===== src/hdl/dslt_pkg.sv =====
// Shared types and constants for the descending sorted key table.
package dslt_pkg;

  localparam int CAPACITY_DEF = 16;

  localparam int OP_W    = 3;
  localparam int KEY_W   = 32;
  localparam int STAT_W  = 2;
  localparam int COUNT_W = 5;

  typedef enum logic [OP_W-1:0] {
    OP_INSERT       = 3'd0,
    OP_REMOVE       = 3'd1,
    OP_REMOVE_FIRST = 3'd2,
    OP_SEARCH       = 3'd3,
    OP_CLEAR        = 3'd4
  } op_t;

  typedef enum logic [STAT_W-1:0] {
    ST_OK        = 2'd0,
    ST_EMPTY     = 2'd1,
    ST_NOT_FOUND = 2'd2,
    ST_FULL      = 2'd3
  } status_t;

  typedef struct packed {
    logic [OP_W-1:0]         operation;
    logic signed [KEY_W-1:0] key;
  } in_item_t;

  typedef struct packed {
    logic [STAT_W-1:0]       status;
    logic                    found;
    logic signed [KEY_W-1:0] head_value;
    logic                    head_valid;
    logic [COUNT_W-1:0]      entry_count;
  } out_item_t;

endpackage


===== src/hdl/descending_sorted_list_table_unit.sv =====
// Insert shifts down from the tail; search and remove scan from the head; remove and
// remove-first then shift entries forward (scan and shift both walk the key memory at one
// entry per cycle), and clear only resets the count. One item at a time: the next item is
// taken once the result is registered, given the one-read/one-write key memory.
// Reset: synchronous, active low; empties the table. Key memory has no reset.
// A finished result waits in the output register while the next item is accepted.
module descending_sorted_list_table_unit #(
  parameter int CAPACITY = dslt_pkg::CAPACITY_DEF
) (
  input  logic                clk,
  input  logic                rst_n,
  input  logic                in_valid,
  output logic                in_stall,
  input  dslt_pkg::in_item_t  in_data,
  output logic                out_valid,
  input  logic                out_stall,
  output dslt_pkg::out_item_t out_data
);

  localparam int AW = $clog2(CAPACITY);
  localparam int CW = $clog2(CAPACITY + 1);
  localparam logic [CW-1:0] CAP_CNT = CW'(CAPACITY);

  typedef enum logic [2:0] {S_IDLE, S_INS, S_SCAN, S_DEL, S_RESP} state_t;

  state_t                            state_r, state_nxt;
  logic [CW-1:0]                     count_r, count_nxt;
  logic [CW-1:0]                     idx_r, idx_nxt;
  logic [dslt_pkg::OP_W-1:0]         op_r, op_nxt;
  logic signed [dslt_pkg::KEY_W-1:0] key_r, key_nxt;
  logic [dslt_pkg::STAT_W-1:0]       status_r, status_nxt;
  logic                              found_r, found_nxt;
  logic signed [dslt_pkg::KEY_W-1:0] head_r, head_nxt;
  logic                              out_valid_r, out_valid_nxt;
  dslt_pkg::out_item_t               out_data_r, out_data_nxt;

  logic                              wr_en;
  logic [AW-1:0]                     wr_addr;
  logic signed [dslt_pkg::KEY_W-1:0] wr_data;
  logic [AW-1:0]                     rd_addr;
  logic signed [dslt_pkg::KEY_W-1:0] rd_data_r;

  logic signed [dslt_pkg::KEY_W-1:0] key_mem [CAPACITY];

  // Key memory: one write and one registered read per cycle. The sequencer never uses
  // a read of an entry taken in the cycle it is written, so no forwarding path is needed.
  always_ff @(posedge clk) begin
    if (wr_en) begin
      key_mem[wr_addr] <= wr_data;
    end
    rd_data_r <= key_mem[rd_addr];
  end

  assign in_stall  = (state_r != S_IDLE);
  assign out_valid = out_valid_r;
  assign out_data  = out_data_r;

  always_comb begin
    state_nxt     = state_r;
    count_nxt     = count_r;
    idx_nxt       = idx_r;
    op_nxt        = op_r;
    key_nxt       = key_r;
    status_nxt    = status_r;
    found_nxt     = found_r;
    head_nxt      = head_r;
    out_valid_nxt = out_valid_r;
    out_data_nxt  = out_data_r;
    wr_en         = 1'b0;
    wr_addr       = '0;
    wr_data       = key_r;
    rd_addr       = '0;

    if (out_valid_r && !out_stall) begin
      out_valid_nxt = 1'b0;
    end

    unique case (state_r)
      S_IDLE: begin
        if (in_valid) begin
          op_nxt     = in_data.operation;
          key_nxt    = in_data.key;
          status_nxt = dslt_pkg::ST_OK;
          found_nxt  = 1'b0;
          state_nxt  = S_RESP;
          unique case (in_data.operation) inside
            dslt_pkg::OP_INSERT: begin
              if (count_r == CAP_CNT) begin
                status_nxt = dslt_pkg::ST_FULL;
              end else begin
                idx_nxt   = count_r;
                rd_addr   = AW'(count_r - CW'(1));
                state_nxt = S_INS;
              end
            end
            dslt_pkg::OP_REMOVE, dslt_pkg::OP_SEARCH: begin
              if (count_r == '0) begin
                status_nxt = dslt_pkg::ST_EMPTY;
              end else begin
                idx_nxt   = '0;
                rd_addr   = '0;
                state_nxt = S_SCAN;
              end
            end
            dslt_pkg::OP_REMOVE_FIRST: begin
              if (count_r == '0) begin
                status_nxt = dslt_pkg::ST_EMPTY;
              end else begin
                idx_nxt   = '0;
                rd_addr   = AW'(1);
                state_nxt = S_DEL;
              end
            end
            dslt_pkg::OP_CLEAR: begin
              count_nxt = '0;
            end
            default: begin
            end
          endcase
        end
      end

      // Walk down from the tail, moving each smaller key one place back.
      S_INS: begin
        if (idx_r == '0) begin
          wr_en     = 1'b1;
          wr_addr   = '0;
          wr_data   = key_r;
          count_nxt = count_r + CW'(1);
          state_nxt = S_RESP;
        end else if (rd_data_r < key_r) begin
          wr_en   = 1'b1;
          wr_addr = AW'(idx_r);
          wr_data = rd_data_r;
          rd_addr = AW'(idx_r - CW'(2));
          idx_nxt = idx_r - CW'(1);
        end else begin
          wr_en     = 1'b1;
          wr_addr   = AW'(idx_r);
          wr_data   = key_r;
          count_nxt = count_r + CW'(1);
          state_nxt = S_RESP;
        end
      end

      // rd_data_r holds entry idx_r; prefetch the next one each cycle.
      S_SCAN: begin
        if (rd_data_r == key_r) begin
          found_nxt = 1'b1;
          if (op_r == dslt_pkg::OP_REMOVE) begin
            rd_addr   = AW'(idx_r + CW'(1));
            state_nxt = S_DEL;
          end else begin
            state_nxt = S_RESP;
          end
        end else if (idx_r + CW'(1) == count_r) begin
          status_nxt = dslt_pkg::ST_NOT_FOUND;
          state_nxt  = S_RESP;
        end else begin
          idx_nxt = idx_r + CW'(1);
          rd_addr = AW'(idx_r + CW'(1));
        end
      end

      // rd_data_r holds entry idx_r+1; pull it forward into idx_r.
      S_DEL: begin
        if (idx_r + CW'(1) < count_r) begin
          wr_en   = 1'b1;
          wr_addr = AW'(idx_r);
          wr_data = rd_data_r;
          rd_addr = AW'(idx_r + CW'(2));
          idx_nxt = idx_r + CW'(1);
        end else begin
          count_nxt = count_r - CW'(1);
          state_nxt = S_RESP;
        end
      end

      S_RESP: begin
        if (!out_valid_r || !out_stall) begin
          out_valid_nxt            = 1'b1;
          out_data_nxt.status      = status_r;
          out_data_nxt.found       = found_r;
          out_data_nxt.head_valid  = (count_r != '0);
          out_data_nxt.head_value  = (count_r != '0) ? head_r : '0;
          out_data_nxt.entry_count = dslt_pkg::COUNT_W'(count_r);
          state_nxt                = S_IDLE;
        end
      end

      default: begin
        state_nxt = S_IDLE;
      end
    endcase

    // Mirror the first entry so the head needs no extra memory read.
    if (wr_en && wr_addr == '0) begin
      head_nxt = wr_data;
    end
  end

  always_ff @(posedge clk) begin
    if (!rst_n) begin
      state_r     <= S_IDLE;
      count_r     <= '0;
      idx_r       <= '0;
      op_r        <= '0;
      key_r       <= '0;
      status_r    <= '0;
      found_r     <= 1'b0;
      head_r      <= '0;
      out_valid_r <= 1'b0;
      out_data_r  <= '0;
    end else begin
      state_r     <= state_nxt;
      count_r     <= count_nxt;
      idx_r       <= idx_nxt;
      op_r        <= op_nxt;
      key_r       <= key_nxt;
      status_r    <= status_nxt;
      found_r     <= found_nxt;
      head_r      <= head_nxt;
      out_valid_r <= out_valid_nxt;
      out_data_r  <= out_data_nxt;
    end
  end

`ifndef SYNTHESIS
  a_count_bound: assert property (@(posedge clk) disable iff (!rst_n)
    count_r <= CAP_CNT)
    else $error("stored count above capacity");

  a_one_item: assert property (@(posedge clk) disable iff (!rst_n)
    (in_valid && !in_stall) |=> in_stall)
    else $error("second item taken before first completed");

  a_head_flag: assert property (@(posedge clk) disable iff (!rst_n)
    out_valid |-> (out_data.head_valid == (out_data.entry_count != '0)))
    else $error("head valid disagrees with entry count");

  a_insert_grows: assert property (@(posedge clk) disable iff (!rst_n)
    (state_r == S_INS && idx_r == '0) |=> (count_r == $past(count_r) + CW'(1)))
    else $error("insert did not grow the table");
`endif

endmodule

===== config.mk =====
export PLATFORM = sky130hd
export DESIGN_NAME = descending_sorted_list_table_unit
export DESIGN_NICKNAME = d
export VERILOG_FILES = /design/src/hdl/dslt_pkg.sv /design/src/hdl/descending_sorted_list_table_unit.sv
export SDC_FILE = /design/constraint.sdc
export NUM_CORES = 1
export LEC_CHECK = 0
export ABC_CLOCK_PERIOD_IN_PS = 4900
export BUFFER_PORTS_ARGS = -buffer_cell sky130_fd_sc_hd__buf_2
export CAP_MARGIN = 20
export CORE_ASPECT_RATIO = 1.25
export CORE_MARGIN = 2
export CORE_UTILIZATION = 45
export DETAILED_ROUTE_END_ITERATION = 12
export GPL_TIMING_DRIVEN = 0
export PLACE_DENSITY_LB_ADDON = 0.15
export SETUP_SLACK_MARGIN = 0.1
export SYNTH_ARGS = -nofsm -noshare
export SYNTH_HDL_FRONTEND = slang
export SYNTH_SLANG_ARGS = --single-unit

===== constraint.sdc =====
create_clock -name clk -period 4.9 [get_ports clk]
set_input_delay 0.49 -clock clk [delete_from_list [all_inputs] [get_ports clk]]
set_output_delay 0.49 -clock clk [all_outputs]
set_load 0.01 [all_outputs]

**Word-level counts from Yosys, hierarchy flattened**

Memory sizes are Yosys's and may differ from the RTL's. A register that Yosys moved wholly into a read port is not among the register bits.
Cells that the tools add are included.

- $mul: 0
- Order comparisons: 2
- Divide/modulo/power cells: 0
- Add/subtract/negate cells: 6
- Eq/ne operators: 28
- Mux-type cells: 65
- Reduce and logical (&&, ||, !) cells: 24
- Shifts and indexed selects: 0
- Bitwise logic cells: 0

Operator list:

| operator | number |
|---|---|
| 2-to-1 mux 32 bit | 4 |
| 2-to-1 mux 5 bit | 13 |
| one-hot mux 32 bit (2 select lines) | 1 |
| 2-to-1 mux 4 bit | 10 |
| 2-to-1 mux 3 bit | 11 |
| equality test 32 bit | 1 |
| < comparator 32 bit | 1 |
| inequality test 2 bit (second input constant) | 11 |
| one-hot mux 5 bit (4 select lines) | 1 |
| one-hot mux 4 bit (2 select lines) | 2 |
| one-hot mux 4 bit (4 select lines) | 1 |
| inequality test 3 bit (second input constant) | 5 |
| one-hot mux 3 bit (5 select lines) | 1 |
| one-hot mux 5 bit (3 select lines) | 1 |
| equality test 3 x 2 -> 1 bit (second input constant) | 4 |
| adder 5 x 1 -> 5 bit (second input constant) | 2 |
| zero test 5 bit | 2 |
| 2-to-1 mux 1 bit | 10 |
| one-hot mux 5 bit (2 select lines) | 1 |
| AND reduction 10 bit | 1 |
| AND reduction 5 bit | 2 |
| subtractor 5 x 1 -> 5 bit (second input constant) | 2 |
| equality test 3 x 1 -> 1 bit (second input constant) | 3 |
| one-hot mux 3 bit (3 select lines) | 1 |
| 23 further kinds | 34 |

- Register bits after elaboration: 125
- Output and inout port bits: 43
- Bits in writable memories: 512
- Memories: 1
- Bits in read-only memories: 0
- Latch bits: 0

Memory list:

| name | words | width | read ports | clocked after memory_dff | wr ports | RTL line | text |
|---|---|---|---|---|---|---|---|
| key_mem | 16 | 32 | 1 | 1 | 1 | descending_sorted_list_table_unit.sv:43 | `logic signed [dslt_pkg::KEY_W-1:0] key_mem [CAPACITY];` |

**Logic depth before layout (Yosys ltp)**

Gate-level depths: netlist of the first run.

- Word-level depth: 6
- Gate-level depth with buffers: 17

**Worst setup path after synthesis of the first run**

Ideal clock, no wire load.

- Path kind: register to register
- From: reg idx_r[0]
- To: mem key_mem[3][0] (netlist bit) (enable)
- Clock period less this slack: 4.474 ns
- Data arrival time: 4.042 ns
- Cell stages (with the launch flop): 13
- Setup slack: 0.426 ns
- Data required time: 4.468 ns
- Cell sequence: dfxtp_1 clkbuf_1 inv_1 ha_1 ha_1 nor2b_1 o21ai_0 a21oi_1 o21ai_0 and2_1 clkbuf_1 nand4_1 a21oi_1

- Word-level cells in the longest chain between the ends: 6
- Elaborated cells between the ends (all ways): 10
- Classes of those cells: 1 x add/sub; 1 x order compare; 7 x mux; 1 x reduce/logical

RTL lines:

| item | RTL line | text |
|---|---|---|
| start, declared | descending_sorted_list_table_unit.sv:28 | `logic [CW-1:0] idx_r, idx_nxt;` |
| start signal, assigned | descending_sorted_list_table_unit.sv:217 | `idx_r <= idx_nxt;` |
| adder 5 x 1 -> 5 bit | descending_sorted_list_table_unit.sv:167 | `if (idx_r + CW'(1) < count_r) begin` |
| < comparator 5 bit | descending_sorted_list_table_unit.sv:167 |  |
| 2-to-1 mux 1 bit | descending_sorted_list_table_unit.sv:167 |  |
| one-hot mux 1 bit (2 select lines) | descending_sorted_list_table_unit.sv:78 | `unique case (state_r)` |
| 2-to-1 mux 1 bit | descending_sorted_list_table_unit.sv:48 | `if (wr_en) begin` |
| 2-to-1 mux 1 bit (implied by the code) | descending_sorted_list_table_unit.sv:49 | `key_mem[wr_addr] <= wr_data;` |
| end, declared | descending_sorted_list_table_unit.sv:43 |  |

Parallel ways exist; a longest one is shown, timed or not.

**Worst setup path in the final report of the first run**

- From: reg key_r[31] (netlist bit)
- To: reg rd_data_r[1] (netlist bit) (read register of key_mem)

- Word-level cells in the longest chain between the ends: 4
- Elaborated cells between the ends (all ways): 6
- Classes of those cells: 1 x order compare; 1 x eq/ne; 4 x mux

RTL lines:

| item | RTL line | text |
|---|---|---|
| start, declared | descending_sorted_list_table_unit.sv:30 | `logic signed [dslt_pkg::KEY_W-1:0] key_r, key_nxt;` |
| start signal, assigned | descending_sorted_list_table_unit.sv:219 | `key_r <= key_nxt;` |
| < comparator 32 bit | descending_sorted_list_table_unit.sv:131 | `end else if (rd_data_r < key_r) begin` |
| 2-to-1 mux 4 bit | descending_sorted_list_table_unit.sv:131 |  |
| 2-to-1 mux 4 bit | descending_sorted_list_table_unit.sv:125 | `if (idx_r == '0) begin` |
| one-hot mux 4 bit (4 select lines) (*) | descending_sorted_list_table_unit.sv:78 |  |
| end, declared | descending_sorted_list_table_unit.sv:41 | `logic signed [dslt_pkg::KEY_W-1:0] rd_data_r;` |

Mark *: on every way between the ends. The rest lies on a longest branch, timed or not.
A chain may end at the register's enable or synchronous reset.

==> results of run 1 <==
-- critical path: cells and delay by family (launching register included) --
kind | cells | cell delay [ns]
DFF | 1 | 0.33
adders and majority gates | 1 | 0.39
muxes | 1 | 0.28
buffers and inverters | 4 | 1.21
and+or+nand+nor | 4 | 1.43
AOI/OAI and AO/OA | 4 | 0.89
-- logic make-up after synthesis --
| logic type | count (synthesis) | share of synthesized area, % |
|---|---|---|
| flip-flops | 669 | 69.1 |
| AND/OR/NAND/NOR | 341 | 6.54 |
| multiplexers | 321 | 12.1 |
| AO/OA/AOI/OAI | 297 | 7.49 |
| buffers and inverters | 147 | 2.33 |
| adder cells (fa/ha/maj) | 44 | 2.06 |
| XOR/XNOR | 9 | 0.294 |
-- layer usage --
layer | part of all wire, % | vias up
met1 | 41 | 8094
met2 | 50 | 518
met5 | 0.011 | -
met3 | 6.2 | 107
li1 | - | 7346
met4 | 2.5 | 2
-- flip-flops by register name, indices dropped and copies added (netlist names) --
| name | flops |
|---|---|
| head_r | 32 |
| state_r | 3 |
| key_r | 32 |
| count_r | 5 |
| rd_data_r | 32 |
| op_r | 3 |
| status_r | 2 |
| out_valid | 1 |
| key_mem | 512 |
| idx_r | 5 |
| out_data | 41 |
| found_r | 1 |
-- metrics by stage --
stage,instances,setup WS (ns),hold slack [ns]
2_1_floorplan,1828,0.426,0.437
3_3_place_gp,2673,-2.27,0.447
3_5_place_dp,2694,-0.533,0.457
4_1_cts,2824,0.111,0.105
5_1_grt,2824,0.0538,0.129
6_report,2825,0.226,0.134
-- layout by cell type, fill, tap and decap left out, drive strengths merged, types with 46 or more instances in the layout --
master | synthesis | layout
o22ai | 129 | 129
inv | 43 | 46
edfxtp | 512 | 512
clkbuf | 61 | 172
mux2i | 290 | 290
nor2b | 71 | 71
nor2 | 47 | 47
buf | 43 | 138
dfxtp | 157 | 157
nand2 | 127 | 127
a21boi | 48 | 48
-- power by group through the flow --
stage	Clock (mW)	Combinational (mW)	Sequential (mW)
3_5_place_dp	0	1.00	6.39
2_1_floorplan	0	0.654	6.36
6_report	5.40	1.01	6.27
5_1_grt	5.70	1.10	6.27
4_1_cts	5.47	1.01	6.27
3_3_place_gp	0	0.979	6.39
-- cells in the mapped netlist, types with 3 or more instances --
library cell    n
a21boi_0       48
a21oi_1        28
a221o_1         4
a22oi_1        36
a31oi_1         4
and2_1          3
buf_2          34
buf_4           6
clkbuf_1       61
dfxtp_1       157
edfxtp_1      512
ha_1           44
inv_1          43
mux2_2         31
mux2i_1       290
nand2_1       127
nand3_1        16
nand3b_1        3
nand4_1        12
nor2_1         47
nor2b_1        71
nor3_1         10
nor3b_1         3
o211a_1         7
o211ai_1        4
o21ai_0        16
o22ai_1       129
or4_1          34
xnor2_1         6
xor2_1          3
-- path summary, 6_finish.rpt --
check / from / endpoint / slack, ns / depth (start not counted)
worst max-delay path: key_r[31] / rd_data_r[1] / 0.23 / 14
worst min-delay path: in_data[19] / key_r[19] / 0.13 / 3
worst max register to register: key_r[31] / rd_data_r[1] / 0.23 / 14
worst min register to register: op_r[2] / op_r[2] / 0.47 / 2
-- layout make-up --
cell class | instances | share of cell area [%]
Tap cell | 765 | 3.07
Clock buffer | 105 | 6.70
Timing Repair Buffer | 101 | 2.77
Antenna cell | 1 | 0.00802
Multi-Input combinational cell | 1012 | 25.0
Inverter | 43 | 0.517
Sequential cell | 669 | 59.3
Buffer | 104 | 1.70
Clock inverter | 25 | 0.862
-- repair_timing --
| item | in CTS | in global routing |
|---|---|---|
| endpoints found under the setup margin | 632 | 33 |
| hold endpoints to repair | 0 | 0 |
| pin swaps | 0 | 0 |
| setup buffers | 0 | 0 |
| cloned | 0 | 0 |
| gates resized for setup | 18 | 38 |
==> metrics, run 1 <==
Final ANT Viol Nets=0; min Tclk post-route=4.67 ns; TritonCTS Buffers=70; # rows=100; Worst path max stage delay=0.53 ns; Final Hold Viols=0; vias per std cell=5.69; Worst-Margin Slew=1.09 ns; design area=31200 sq um; IO Pins=82; dpl cell area=28700 sq um; max cap viols=0; P_sw=2.88 mW; Final Cycle Share=95.4%; crit path DAT=5.14 ns; Port Buffers=80; synthesized area=26800 sq um; 1st-pass router iterations=6; WL/cell=25.9 microns; Initial Util=45.3%; M3 GR Usage=3.71%; clock sinks=669; combinational share of power=8.0%; routed vias=16100; clock tree buffer depth=3; CTS tree=yes; Final HPWL DP=48.1 mm; Yosys top cell area share=57.4%; total routed wirelength=73.2 mm; vias in the first global route=16400; Die Span Y=277 microns; Critical Path Fanout Max=10; Async S/R FF share, synth=0%; fin util=52.7%; Post-synth EDFFs=512; met1 Track Usage GR=30.7%; Core Area=59200 sq um; grt peak-use layer=met2; grt total ovfl=0; area leader, netlist=edfxtp_1; status=finished, final reports clean; GR Util met2=41.0%; share of power burned in registers=49.5%; NumNets Final=2084; Min-Delay Path Class=in -> reg; VDD IR max=0.000248 V; FF/Latch Area=18500 sq um; Net Count, Synth=1911; slowest CP cell=nor4_4; Worst-path clk slew=0.06 ns; Leak=12.2 nW; Synth Instances=1828; slew margin rel.=27.6%; TNS Setup=0 ns; chip width=222 microns; initial antenna violation count=1; Final Wtd Congestion=0.833; Slew Limit Fails=0; CP required=5.37 ns; multi-input logic area=7810 sq um; Post-CTS Hold Buffers=0; first-pass GRT wire length=107 mm; P_int=9.79 mW; RSZ-0062 raised after global routing=yes; largest net degree at the start of global routing=42; CP startpoint kind=flip-flop; largest cells by area after synthesis=edfxtp_1 57%, dfxtp_1 12%, mux2i_1 11%; syn avg cell area=14.7 sq um; top_reg_cell synth=edfxtp_1; fmax=214 MHz; Final Power=12.7 mW; H-tree depth=3; crit path kind=reg -> reg; insertion delay to the later sink of the worst-skew pair=0.61 ns; Final Skew=0.0183 ns; DRT iter0 DRCs=1392; area delta synth->final=16.5%; Crit path top cell by count=buf_2; Net Sw Frac=22.7%; share of layout cells above drive strength 1=15.7%; Synth cell types=58; Fillers=4874; Setup violations, final=0; DRC Markers=0; Global Route Usage Sum=23.8%; crit path capture type=flip-flop; sequential area share after synthesis=69.1%; yosys warns=0; Clk pwr share=42.6%; CP cell instances=inv_1, ha_1, nand4_1, nor4_4, o31a_1, nor4b_4, a211oi_1, a31o_1, clkbuf_1, buf_2, buf_2, mux2i_1, o22ai_1, or4_1; die footprint=61500 sq um; CTS root buf=clkbuf_16; flops & latches, synth=669; Pwr per Cell Area=406 nW/um^2
Power figures use the tool's default switching activity.
==> inputs of run 2 (changes only) <==
==> constraint.sdc (replaced) <==
create_clock -name clk -period 4.9 [get_ports clk]
set_input_delay 0.245 -clock clk [delete_from_list [all_inputs] [get_ports clk]]
set_output_delay 0.245 -clock clk [all_outputs]
set_load 0.01 [all_outputs]
==> run 2 against run 1 <==
- first-iteration DRC count is 7.5% higher
- flip-flop and latch count stayed put
- sequential power hardly changed
- clock-buffer cell count stayed put
- critical path type unchanged
- worst hold slack worse by 0.10 ns
==> metrics, run 2 (synthesis gave the netlist of run 1 again) <==
status=finished, final reports clean; first-pass GRT wire length=107 mm (+0.46%); Worst-path clk slew=0.06 ns (about the same); CP bufs+invs=4 (unchanged); fin util=53.3% (+0.60 points); total routed wirelength=73.4 mm (+0.33%); Leak=12.3 nW (+1.2%); WL/cell=25.7 microns (-0.93%); share of layout cells above drive strength 1=15.5% (-0.26 points); # rows=100 (unchanged); slowest CP cell=nor4_4; insertion delay to the later sink of the worst-skew pair=0.61 ns (about the same); most flop-heavy register=key_mem; largest net degree at the start of global routing=42 (unchanged); Worst-Margin Slew=1.07 ns (-0.0153 ns); CTS root buf=clkbuf_16; Crit path top cell by count=buf_2; DRC Markers=0 (unchanged); Top Family by Delay on Critical Path=simple AND/OR/NAND/NOR gates; Final Wtd Congestion=0.833 (unchanged); VDD IR max=0.000252 V (+1.5%); Die Span Y=277 microns (unchanged); Initial Util=45.3% (unchanged); chip width=222 microns (unchanged); TritonCTS Buffers=70 (unchanged); Worst path max stage delay=0.53 ns (about the same); Min-Delay Path Class=in -> reg; 1st-pass router iterations=7 (+1); area delta synth->final=17.8%; max FFs per register=512 (unchanged); leading cell type in the layout, fill and taps excluded=edfxtp_1; Fillers=4836 (-0.78%); Critical Path Fanout Max=10 (unchanged); CP cell instances=inv_1, ha_1, nand4_1, nor4_4, o31a_1, nor4b_4, a211oi_1, a31o_1, clkbuf_1, buf_2, buf_2, mux2i_1, o22ai_1, or4_1; die footprint=61500 sq um (unchanged); Setup violations, final=0 (unchanged); most frequent cells in the layout=512 x edfxtp_1, 290 x mux2i_1, 157 x dfxtp_1; Port Buffers=80 (unchanged); Pwr per Cell Area=403 nW/um^2 (-0.87%); dpl cell area=28700 sq um (unchanged); Global Route Usage Sum=23.9% (+0.086 points); slew margin rel.=28.6% (+1.0 points); max cap viols=0 (unchanged); Final ANT Viol Nets=0 (unchanged); H-tree depth=3 (unchanged); crit path kind=reg -> reg; initial antenna violation count=1 (unchanged); vias in the first global route=16500 (+0.54%); Final Skew=0.0208 ns (+0.00254 ns); design area=31600 sq um (+1.1%); min Tclk post-route=4.67 ns (-0.00434 ns); Final HPWL DP=48.1 mm (unchanged); vias per std cell=5.67 (-0.34%); IO Pins=82 (unchanged); CTS tree=yes; NumNets Final=2119 (+1.7%); routed vias=16200 (+0.93%); crit path capture type=flip-flop; CP startpoint kind=flip-flop; crit path DAT=5.14 ns (about the same); Core Area=59200 sq um (unchanged); Final Hold Viols=0 (unchanged); RSZ-0062 raised after global routing=yes; Final Cycle Share=95.3% (about the same); DRT iter0 DRCs=1496 (+7.5%); clock sinks=669 (unchanged); grt total ovfl=0 (unchanged); fmax=214 MHz (about the same); clock tree buffer depth=3 (unchanged); CP required=5.37 ns (about the same); Slew Limit Fails=0 (unchanged)
run 2: cell types whose count changed in the layout (fill, tap and decap cells not counted), sizes merged:
cell,change
dlygate4sd3,+35
diode,+1
run 2: final cells by class:
| cell class | instances | area (sq um) | area share (%) |
|---|---|---|---|
| clock buffers | 105 | 2090 | 6.62 |
| repair buffers | 136 | 1210 | 3.85 |
| plain buffers | 104 | 531 | 1.68 |
| inverters | 43 | 161 | 0.511 |
| multi-input cells | 1012 | 7810 | 24.8 |
| diodes | 2 | 5.00 | 0.0159 |
| clock inverters | 25 | 269 | 0.852 |
| flip-flops and latches | 669 | 18500 | 58.7 |
| well taps | 765 | 957 | 3.03 |
run 2: worst min-delay path: stages:
cell	delay, ns
buf_2	0.10
nand2_1	0.13
a21boi_0	0.10
run 2: per-stage QoR:
step,setup TNS (ns),std cells,setup slack [ns],hold WS [ns],power [mW]
after floorplan,0,1828,0.426,0.390,7.02
after global placement,-1146.69,2673,-2.27,0.447,7.37
after detailed placement,-39.24,2694,-0.533,0.457,7.39
after CTS,0,2859,0.111,0.0271,12.8
after global routing,0,2859,0.0538,0.0355,13.1
final,0,2861,0.230,0.0316,12.7
run 2: path summary, 6_finish.rpt:
kind / start / end / slack, ns / cells past startpoint
max: key_r[31] / rd_data_r[1] / 0.23 / 14
min: in_data[2] / key_r[2] / 0.03 / 3
max reg2reg: key_r[31] / rd_data_r[1] / 0.23 / 14
min reg2reg: op_r[2] / op_r[2] / 0.47 / 2
run 2: layer usage:
metal	up-vias	routed length (microns)	GRT usage, %
li1	7405	-	-
met1	8187	30500	30.8
met2	514	36700	41.2
met3	109	4390	3.71
met4	2	1880	8.09
met5	-	8	0
run 2: where the power goes:
part | internal (mW) | switching [mW]
sequential | 6.21 | 0.0557
clock | 3.23 | 2.18
combinational | 0.372 | 0.663
total | 9.81 | 2.90
run 2: repair_timing:
action / in CTS / in global routing
hold endpoints to repair: 35 / 0
setup buffers: 0 / 0
endpoints found under the setup margin: 632 / 33
hold buffers: 35 / 0
gates resized for setup: 18 / 38
==> inputs of run 3 (changes only) <==
--- a/config.mk
+++ b/config.mk
@@ -12,7 +12,6 @@
 export CORE_MARGIN = 2
 export CORE_UTILIZATION = 45
 export DETAILED_ROUTE_END_ITERATION = 12
-export GPL_TIMING_DRIVEN = 0
 export PLACE_DENSITY_LB_ADDON = 0.15
 export SETUP_SLACK_MARGIN = 0.1
 export SYNTH_ARGS = -nofsm -noshare
==> run 3 against run 2 <==
- cell count decreased by 2.6%
- worst hold slack better by 0.034 ns
- clock power down 4.8%
- flip-flop and latch count did not move
- core utilization is 0.57 points lower
- routed wire length down 8.6%
- fmax up 6.7%
- largest cell class unchanged
- clock skew increased by 0.00069 ns
- register-to-register slack improved by 0.29 ns
- combinational power fell by 7%
- non-clock buffer count shrank 66
- critical endpoint is now rd_data_r[27]
- sequential power about the same
==> metrics, run 3 (synthesis gave the netlist of run 1 again) <==
Die Span Y=277 microns (unchanged); Fillers=4936 (+2.1%); WL/cell=24.1 microns (-6.2%); final std cells w/o fill=2787 (-2.6%); largest net degree at the start of global routing=66 (+57%); vias in the first global route=16000 (-2.7%); Worst-path clk slew=0.06 ns (about the same); CP cell instances=inv_1, ha_1, nand4_1, nor4_2, nand2_1, nand3_1, o21ai_0, a221o_1, o21bai_2, or3b_1, buf_12, o22ai_1, or4_1; FF/Latch Area=18500 sq um (unchanged); max cap viols=0 (unchanged); slowest CP cell=nor4_2; # rows=100 (unchanged); leading cell type in the layout, fill and taps excluded=edfxtp_1; Critical Path Fanout Max=32 (+22); NumNets Final=2051 (-3.2%); max FFs per register=512 (unchanged); CTS tree=yes; DRT iter0 DRCs=1059 (-29%); Leak=12.2 nW (-1.0%); Core Area=59200 sq um (unchanged); crit path kind=reg -> reg; n_diodes=0 (-2); TNS Setup=0 ns (unchanged); insertion delay to the later sink of the worst-skew pair=0.62 ns (about the same); routed vias=15800 (-2.9%); Final Hold Viols=0 (unchanged); first-pass GRT wire length=100 mm (-6.2%); Min-Delay Path Class=in -> reg; crit path DAT=4.86 ns (-0.28 ns); DRC Markers=0 (unchanged); vias per std cell=5.65 (-0.29%); dpl cells=2628 (-2.4%); most flop-heavy register=key_mem; status=finished, final reports clean; Pwr per Cell Area=397 nW/um^2 (-1.5%); most frequent cells in the layout=512 x edfxtp_1, 290 x mux2i_1, 157 x dfxtp_1; Port Buffers=81 (+1.3%); Final ANT Viol Nets=0 (unchanged); Setup violations, final=0 (unchanged); total routed wirelength=67.1 mm (-8.6%); IO Pins=82 (unchanged); slew margin rel.=48.7% (+20 points); RSZ-0062 raised after global routing=no; area delta synth->final=16.6%; multi-input logic area=7820 sq um (about the same); share of layout cells above drive strength 1=14.8% (-0.64 points); Final Cycle Share=89.3% (-6.0 points); Worst-Margin Slew=0.761 ns (-0.310 ns); Global Route Usage Sum=21.9% (-2.0 points); WHS=0.0653 ns (+0.0338 ns); CTS root buf=clkbuf_16; Initial Util=45.3% (unchanged); clock tree buffer depth=3 (unchanged); grt total ovfl=0 (unchanged); reg2reg path depth=13 (-1); clock sinks=669 (unchanged); flop-to-flop setup slack=0.52 ns (+0.29 ns); Worst path max stage delay=0.68 ns (+0.15 ns); Final HPWL DP=37.5 mm (-22%); chip width=222 microns (unchanged); CP startpoint kind=flip-flop; VDD IR max=0.000248 V (-1.7%); 1st-pass router iterations=5 (-2); TritonCTS Buffers=68 (-2.9%); initial antenna violation count=1 (unchanged); H-tree depth=3 (unchanged); Final Wtd Congestion=0.852 (+2.4%); CP required=5.38 ns (about the same); fmax=228 MHz (+6.7%); crit path capture type=flip-flop; die footprint=61500 sq um (unchanged); min Tclk post-route=4.38 ns (-0.293 ns); WHS Path Cells=3 (unchanged); Final Skew=0.0215 ns (+0.000688 ns); Slew Limit Fails=0 (unchanged)
## run 3: cell count changes in the layout (fill, tap and decap cells not counted), moves of 3 or more
| cell | before | now |
|---|---|---|
| clkbuf_16 | 75 | 68 |
| buf_4 | 11 | 31 |
| clkbuf_1 | 60 | 19 |
| buf_12 | 11 | 28 |
| clkbuf_4 | 9 | 0 |
| clkinv_8 | 0 | 3 |
| buf_2 | 104 | 80 |
| clkbuf_8 | 11 | 8 |
| clkbuf_2 | 17 | 0 |
| buf_16 | 8 | 0 |
## run 3: through the flow
stage	utilization [%]	area, sq um	setup WS [ns]	total power [mW]
CTS	52.7	31200	0.476	12.5
finish	52.8	31200	0.523	12.4
global placement	48.4	28600	0.588	7.33
detailed placement	48.4	28600	0.541	7.35
floorplan	-	26800	0.426	7.02
global route	52.8	31200	0.307	12.8
## run 3: cell type report
type | instances | area share [%]
repair buffers | 174 | 4.95
flip-flops and latches | 669 | 59.3
multi-input cells | 1012 | 25.0
well taps | 765 | 3.07
inverters | 43 | 0.517
clock inverters | 29 | 1.08
clock buffers | 95 | 6.03
## run 3: worst paths after layout
check	start	end
setup reg to reg	key_r[30]	rd_data_r[27]
setup / recovery	key_r[30]	rd_data_r[27]
hold / removal	in_data[2]	key_r[2]
hold reg to reg	op_r[0]	op_r[0]
## run 3: layer usage
layer | track usage (%) | wire, microns | vias to the layer above
li1 | - | - | 7269
met1 | 29.6 | 29200 | 7961
met2 | 36.4 | 32700 | 433
met3 | 3.23 | 3530 | 88
met4 | 7.61 | 1690 | 0
met5 | 0 | 0 | -
## run 3: repair_timing
action	CTS	global route
endpoints found under the setup margin	0	6
resized for setup	0	1
hold buffers	35	0
setup buffers	0	0
endpoints found under the hold margin	35	0
## run 3: worst max-delay path: cells and delay by family, from the launching register on
family,cells,cell delay [ns]
AOI/OAI and AO/OA,4,0.92
adders and majority gates,1,0.32
buffers and inverters,2,0.34
DFF,1,0.40
and+or+nand+nor,6,2.25
## run 3: power breakdown
group | switching, mW | internal [mW] | leakage [nW]
combinational | 0.581 | 0.383 | 5.11
sequential | 0.0688 | 6.21 | 5.99
clock | 2.16 | 2.98 | 1.08
